--- config.mk ---
export PLATFORM = sky130hd
export DESIGN_NAME = png_unf_lane
export DESIGN_NICKNAME = d
export VERILOG_FILES = /design/src/hdl/png_scanline_unfilter_assert.svh /design/src/hdl/png_unf_pkg.sv /design/src/hdl/png_unf_lane.sv
export SDC_FILE = /design/constraint.sdc
export NUM_CORES = 1
export LEC_CHECK = 0
export BUFFER_PORTS_ARGS = -buffer_cell sky130_fd_sc_hd__clkbuf_2
export CAP_MARGIN = 40
export CORE_MARGIN = 2
export CORE_UTILIZATION = 60
export DETAILED_ROUTE_END_ITERATION = 8
export PLACE_DENSITY_LB_ADDON = 0.1
export SLEW_MARGIN = 0
export SYNTH_ARGS = -nofsm -noshare
export SYNTH_HDL_FRONTEND = slang
export SYNTH_SLANG_ARGS = --single-unit
--- constraint.sdc ---
create_clock -name vclk -period 30.7
set_clock_uncertainty 0.05 [all_clocks]
set_input_delay 7.675 -clock vclk [all_inputs]
set_output_delay 7.675 -clock vclk [all_outputs]
set_load 0.01 [all_outputs]
--- src/hdl/png_scanline_unfilter_assert.svh ---
// Assertion macros shared by the PNG unfilter RTL.
// Expects signals named clk and rst in the including scope.
`ifndef PNG_SCANLINE_UNFILTER_ASSERT_SVH
`define PNG_SCANLINE_UNFILTER_ASSERT_SVH

// Same-cycle implication, checked outside reset.
`define PNGU_ASSERT_IMP(lbl, ante, cons) \
  lbl: assert property (@(posedge clk) disable iff (rst) (ante) |-> (cons)) \
    else $error("png unfilter assertion failed");

// Next-cycle implication, checked outside reset.
`define PNGU_ASSERT_NEXT(lbl, ante, cons) \
  lbl: assert property (@(posedge clk) disable iff (rst) (ante) |=> (cons)) \
    else $error("png unfilter assertion failed");

`endif

--- src/hdl/png_unf_pkg.sv ---
// Package for the PNG scanline unfilter: payload structs, filter and register codes.
// Used by every module of the block; has no dependencies.
package png_unf_pkg;

  localparam int MAX_LINE_PIXELS_DEF = 4096;
  localparam int IMAGE_WIDTH_W       = 13;
  localparam int PADDR_W             = 3;
  localparam int NUM_LANES           = 4;

  typedef enum logic [7:0] {
    FILT_NONE  = 8'd0,
    FILT_SUB   = 8'd1,
    FILT_UP    = 8'd2,
    FILT_AVG   = 8'd3,
    FILT_PAETH = 8'd4
  } filter_type_t;

  typedef enum logic [0:0] {
    REG_IMAGE_WIDTH = 1'b0,
    REG_HAS_ALPHA   = 1'b1
  } reg_idx_t;

  typedef struct packed {
    logic       start_of_image;
    logic [7:0] filter_type;
    logic [7:0] in_red;
    logic [7:0] in_green;
    logic [7:0] in_blue;
    logic [7:0] in_alpha;
  } pix_in_t;

  typedef struct packed {
    logic [7:0] out_red;
    logic [7:0] out_green;
    logic [7:0] out_blue;
    logic [7:0] out_alpha;
    logic       end_of_line;
  } pix_out_t;

  typedef struct packed {
    logic has_alpha;
    logic end_of_line;
  } merge_ctrl_t;

endpackage

--- src/hdl/png_unf_lane.sv ---
// One channel lane: reconstructs a single filtered byte from its left, upper and
// upper-left neighbors. Depends on png_unf_pkg.
module png_unf_lane (
  input  logic [7:0] filter_type,
  input  logic [7:0] x,
  input  logic [7:0] a,
  input  logic [7:0] b,
  input  logic [7:0] c,
  output logic [7:0] y
);
  import png_unf_pkg::*;

  logic signed [10:0] d_pa;
  logic signed [10:0] d_pb;
  logic signed [10:0] d_pc;
  logic [10:0]        pa;
  logic [10:0]        pb;
  logic [10:0]        pc;
  logic [7:0]         paeth;
  logic [8:0]         sum_ab;
  logic [7:0]         pred;

  // p - a = b - c, p - b = a - c, p - c = a + b - 2c.
  always_comb begin
    d_pa = $signed({3'b000, b}) - $signed({3'b000, c});
    d_pb = $signed({3'b000, a}) - $signed({3'b000, c});
    d_pc = d_pa + d_pb;
    pa   = d_pa[10] ? 11'(-d_pa) : 11'(d_pa);
    pb   = d_pb[10] ? 11'(-d_pb) : 11'(d_pb);
    pc   = d_pc[10] ? 11'(-d_pc) : 11'(d_pc);
    if (pa <= pb && pa <= pc) begin
      paeth = a;
    end else if (pb <= pc) begin
      paeth = b;
    end else begin
      paeth = c;
    end
  end

  assign sum_ab = {1'b0, a} + {1'b0, b};

  always_comb begin
    case (filter_type)
      FILT_SUB:   pred = a;
      FILT_UP:    pred = b;
      FILT_AVG:   pred = sum_ab[8:1];
      FILT_PAETH: pred = paeth;
      default:    pred = 8'd0;
    endcase
  end

  assign y = x + pred;

endmodule

# --- After elaboration in Yosys (flattened, before gate mapping) ---
# Cells that the tools add are included.
classes:
  add_sub_neg: 8
  n_mul: 0
  div_mod_pow: 0
  magnitude_cmp: 3
  eq_ne: 4
  shift: 0
  n_mux: 6
  bitwise: 0
  reduce_logical: 1
ops:
  columns: ["operator", "n"]
  rows:
  - ["$le 11x11->1", 3]
  - ["$mux 11", 3]
  - ["$pmux 8 s4", 1]
  - ["$neg 9->11", 2]
  - ["$sub 8x8->9", 2]
  - ["$eq 8x2->1 const B", 2]
  - ["$mux 8", 2]
  - ["$neg 10->11", 1]
  - ["$add 9x9->10", 1]
  - ["$add 8x8->9", 1]
  - ["$add 8x8->8", 1]
  - ["$eq 8x1->1 const B", 1]
  - ["$eq 8x3->1 const B", 1]
  - ["$logic_and 1x1->1", 1]
word_totals:
  ff_bits: 0
  latch_bits: 0
  mem_bits_rw: 0
  mem_bits_ro: 0
  in_bits: 40
  out_inout_bits: 8
  elab_cells: 22
  n_memories: 0

# --- Logic depth before layout (Yosys ltp) ---
depth:
  depth_word: 9
  depth_mapped: 38
  ltp_nobuf: 36

# --- Worst setup path after synthesis ---
# OpenSTA, ideal clock, no wires.
synth_timing:
  kind: "input-to-output"
  start: "input b[0]"
  end: "output y[7]"
  arrival_time_ps: 14162
  required_ps: 22975
  path_slack_ps: 8813
  stages: 35
  n_path_buf: 1
  path_cell_list: "inv_1 ha_1 inv_1 fa_1 xnor2_1 inv_1 ha_1 nand2_1 o31ai_1 a31o_2 a21oi_1 o31a_1 maj3_2 a31oi_4 nor2_1 xor2_1 ha_1 nand4_1 or2_2 o221ai_1 o21a_1 clkbuf_1 mux2_2 mux2i_1 o22ai_1 ha_1 a21o_1 a21oi_1 o21bai_1 a21oi_1 nor2b_1 o21ai_0 nand2b_1 xnor2_1 xnor2_1"
synth_between:
  elab_chain_cells: 9
  elab_cells_between_ends: 15
  classes_between: "add/sub: 6; order compare: 3; mux: 5; reduce/logical: 1"
synth_lines:
  columns: ["element", "line_no", "rtl"]
  rows:
  - ["start: declaration", "png_unf_lane.sv:7", "input logic [7:0] b,"]
  - ["$sub 8x8->9", "png_unf_lane.sv:25", "d_pa = $signed({3'b000, b}) - $signed({3'b000, c});"]
  - ["$add 9x9->10", "png_unf_lane.sv:27", "d_pc = d_pa + d_pb;"]
  - ["$neg 10->11", "png_unf_lane.sv:30", "pc = d_pc[10] ? 11'(-d_pc) : 11'(d_pc);"]
  - ["$mux 11", "png_unf_lane.sv:30", null]
  - ["$le 11x11->1 (on tied branches)", "png_unf_lane.sv:33, png_unf_lane.sv:31", null]
  - ["$mux 8 / $logic_and 1x1->1 (equally long branches)", "png_unf_lane.sv:33, png_unf_lane.sv:31", null]
  - ["$mux 8", "png_unf_lane.sv:31", "if (pa <= pb && pa <= pc) begin"]
  - ["$pmux 8 s4 (*)", "png_unf_lane.sv:43", "case (filter_type)"]
  - ["$add 8x8->8 (*)", "png_unf_lane.sv:52", "assign y = x + pred;"]
  - ["end: declaration", "png_unf_lane.sv:9", "output logic [7:0] y"]
# Mark *: on every way between the ends. The rest lies on a longest branch, timed or not.

# --- Worst setup path after layout ---
layout_timing:
  start: "input a[0]"
  end: "output y[7]"
layout_between:
  elab_chain_cells: 9
  elab_cells_between_ends: 15
  classes_between: "add/sub: 6; order compare: 3; mux: 5; reduce/logical: 1"
layout_lines:
  columns: ["element", "line_no", "rtl"]
  rows:
  - ["start: declaration", "png_unf_lane.sv:6", "input logic [7:0] a,"]
  - ["$sub 8x8->9", "png_unf_lane.sv:26", "d_pb = $signed({3'b000, a}) - $signed({3'b000, c});"]
  - ["$add 9x9->10", "png_unf_lane.sv:27", null]
  - ["$neg 10->11", "png_unf_lane.sv:30", null]
  - ["$mux 11", "png_unf_lane.sv:30", null]
  - ["$le 11x11->1 (on tied branches)", "png_unf_lane.sv:33, png_unf_lane.sv:31", null]
  - ["$mux 8 / $logic_and 1x1->1 (equally long branches)", "png_unf_lane.sv:33, png_unf_lane.sv:31", null]
  - ["$mux 8", "png_unf_lane.sv:31", null]
  - ["$pmux 8 s4 (*)", "png_unf_lane.sv:43", null]
  - ["$add 8x8->8 (*)", "png_unf_lane.sv:52", null]
# Marks and branches as above.

==> results.toml <==
[worst_setup_path]
max_stage_delay_ns = 0.42
critical_path_class = "in -> out"
cp_max_fo = 9
path_common_cell = "ha_1"
cp-endpoint = "y[7]"
crit_path_start_kind = "input pin"
worstPathRequired_ns = 22.98
cp-startpoint = "a[0]"
endpoint_kind = "output port"
crit_arrival_ns = 15.13
crit_slowest_cell = "o21a_1"

[floorplan]
rows = 26
start_util_pct = 61.8
dieArea_um2 = 5820
core_um2 = 5070
pin_count = 48
die_w_um = 76.3
die-height_um = 76.3

[sta]
min_period_ns = 22.85
relSlewSlack_pct = 66.3
fmax_mhz = 43.8
post-route-period-util_pct = 74.4
finalMaxSlewViolations = 0
setup_violations = 0
rsz0062_at_grt = "no"
worstMarginPinSlew_ns = 0.501
hold_viol_final = 0
fin_tns_setup_ns = 0

[power_and_ir_drop]
p_leak_nw = 1.85
ir_drop_v = 0.0000245
power_density_nw_per_um2 = 52.0

[worst_hold_path]
hold_path.class = "in -> out"

[yosys]
netlist_area_um2 = 3140
synth_area_leader_cell = "ha_1"
synth_top_cell_area_share_pct = 27.9
synth_area_leaders = "ha_1 (28%), xnor2_1 (9.2%), a21o_1 (6.0%)"
synthCells = 418
yosysWarnings = 0
syn_avg_cell_area_um2 = 7.50
yosysSeqAreaShare_pct = 0
ys_types = 53

[placement]
placed_area_um2 = 3470
io_buffers = 48
place_inst = 538
dp_hpwl_um = 6740
gp_congestion = 0.912

[cells_and_area]
nets = 585
final_util_pct = 68.4
stdcell_count = 538
flops_and_latches = 0
drive_gt1_share_pct = 14.5
n_clock_buffer = 0
seq_area_um2 = 0
syn2layout_area_growth_pct = 10.7
antenna_cells = 0
finalInstanceArea_um2 = 3470

[clocking]
cts_setup_buffers = 0
cts_hold_buf = 0
cts.repair.resized = 0

[global_routing]
track_usage_pct = 26.0
grt_max_degree = 14
grt_pass1_wl_um = 13000
antenna_found_initial = 0
grt_pass1_vias = 3056
grt_overflow_total = 0

[route]
drt_iter0_drc = 93
vias = 3083
antenna_left = 0
wl_per_cell_um = 14.2
via_per_inst = 5.73
drc = 0
dr.pass1.iters = 4
wirelength_um = 7620

[run]
drv_cap = 0

[run_status]
outcome = "completed"
==> cells by family after synthesis <==
family | count (synthesis) | synth area share (%)
buf+inv | 54 | 6.46
other cells | 2 | 0.239
fa+ha+maj | 77 | 31.8
simple gates | 99 | 15.9
xor+xnor | 48 | 13.8
compound gates | 119 | 25.3
mux | 19 | 6.42
==> routing by layer <==
layer	GRT usage (%)	vias to the layer above	share of wire [%]
met4	5.82	0	2.2
li1	-	1603	-
met1	30.4	1395	43
met3	0.829	17	3.4
met5	0	-	0
met2	51.7	68	51
==> synth_stat cells (all sizes together), types with 2 or more instances <==
cell type,count
a21oi,37
or2,5
a22oi,3
nor4,3
or4b,2
o21bai,5
a221o,3
maj3,2
xor2,14
o211ai,2
and2,2
nor2,30
o31a,3
nor3,7
xnor2,33
o2111ai,2
nand2b,5
inv,48
fa,5
a31o,2
mux2,9
mux2i,10
and3,2
a31oi,8
clkbuf,6
nand2,17
o22ai,4
a21o,25
o21a,5
conb,2
nand4,8
ha,70
nand3,7
o21ai,12
nor2b,7
==> cell type report <==
type	instances	area, um2
repair buffers	48	240
fillers	464	1600
multi-input cells	372	2960
inverters	48	180
well taps	70	87.6
==> power breakdown <==
group	internal (mW)	switching, mW	leakage [nW]
clock network	0	0	0
registers	0	0	0
logic	0.0798	0.101	1.85
total	0.0798	0.101	1.85
==> layout by cell type (no fill, tap or decap), drive strengths merged, types with 4 or more instances in the layout <==
cell type and n:
a21o 25, a21oi 37, a31oi 8, clkbuf 48, conb 10, fa 5
ha 70, inv 48, mux2 9, mux2i 10, nand2 17, nand2b 5
nand3 7, nand4 8, nor2 30, nor2b 7, nor3 7, o21a 5
o21ai 12, o21bai 5, o22ai 4, or2 5, xnor2 33, xor2 14
==> worst max-delay path, delay by kind of cell <==
| family | cells | cell delay (ns) |
|---|---|---|
| XOR/XNOR | 4 | 0.85 |
| AND/OR/NAND/NOR | 5 | 0.71 |
| buffers and inverters | 5 | 0.46 |
| multiplexers | 2 | 0.59 |
| AO/OA/AOI/OAI | 14 | 2.97 |
| adder cells (fa/ha/maj) | 6 | 1.85 |
==> per-stage QoR <==
step	hold slack, ns	worst slack [ns]	total power [mW]
finish	15.61	7.85	0.180
global route	15.64	7.36	0.203
CTS	15.62	7.92	0.179
detailed placement	15.62	7.93	0.178
global placement	15.61	8.17	0.173
floorplan	15.45	8.81	0.141
==> worst min-delay path by stage <==
stage / cells past startpoint / from / end / slack (ns)
finish: 3 / x[0] / y[0] / 15.61
global route: 3 / x[0] / y[0] / 15.64
CTS: 3 / x[0] / y[0] / 15.62
detailed placement: 3 / x[0] / y[0] / 15.62
global placement: 3 / x[0] / y[0] / 15.61
floorplan: 1 / x[0] / y[0] / 15.45
Note: power is estimated with default switching activity, not from simulation.
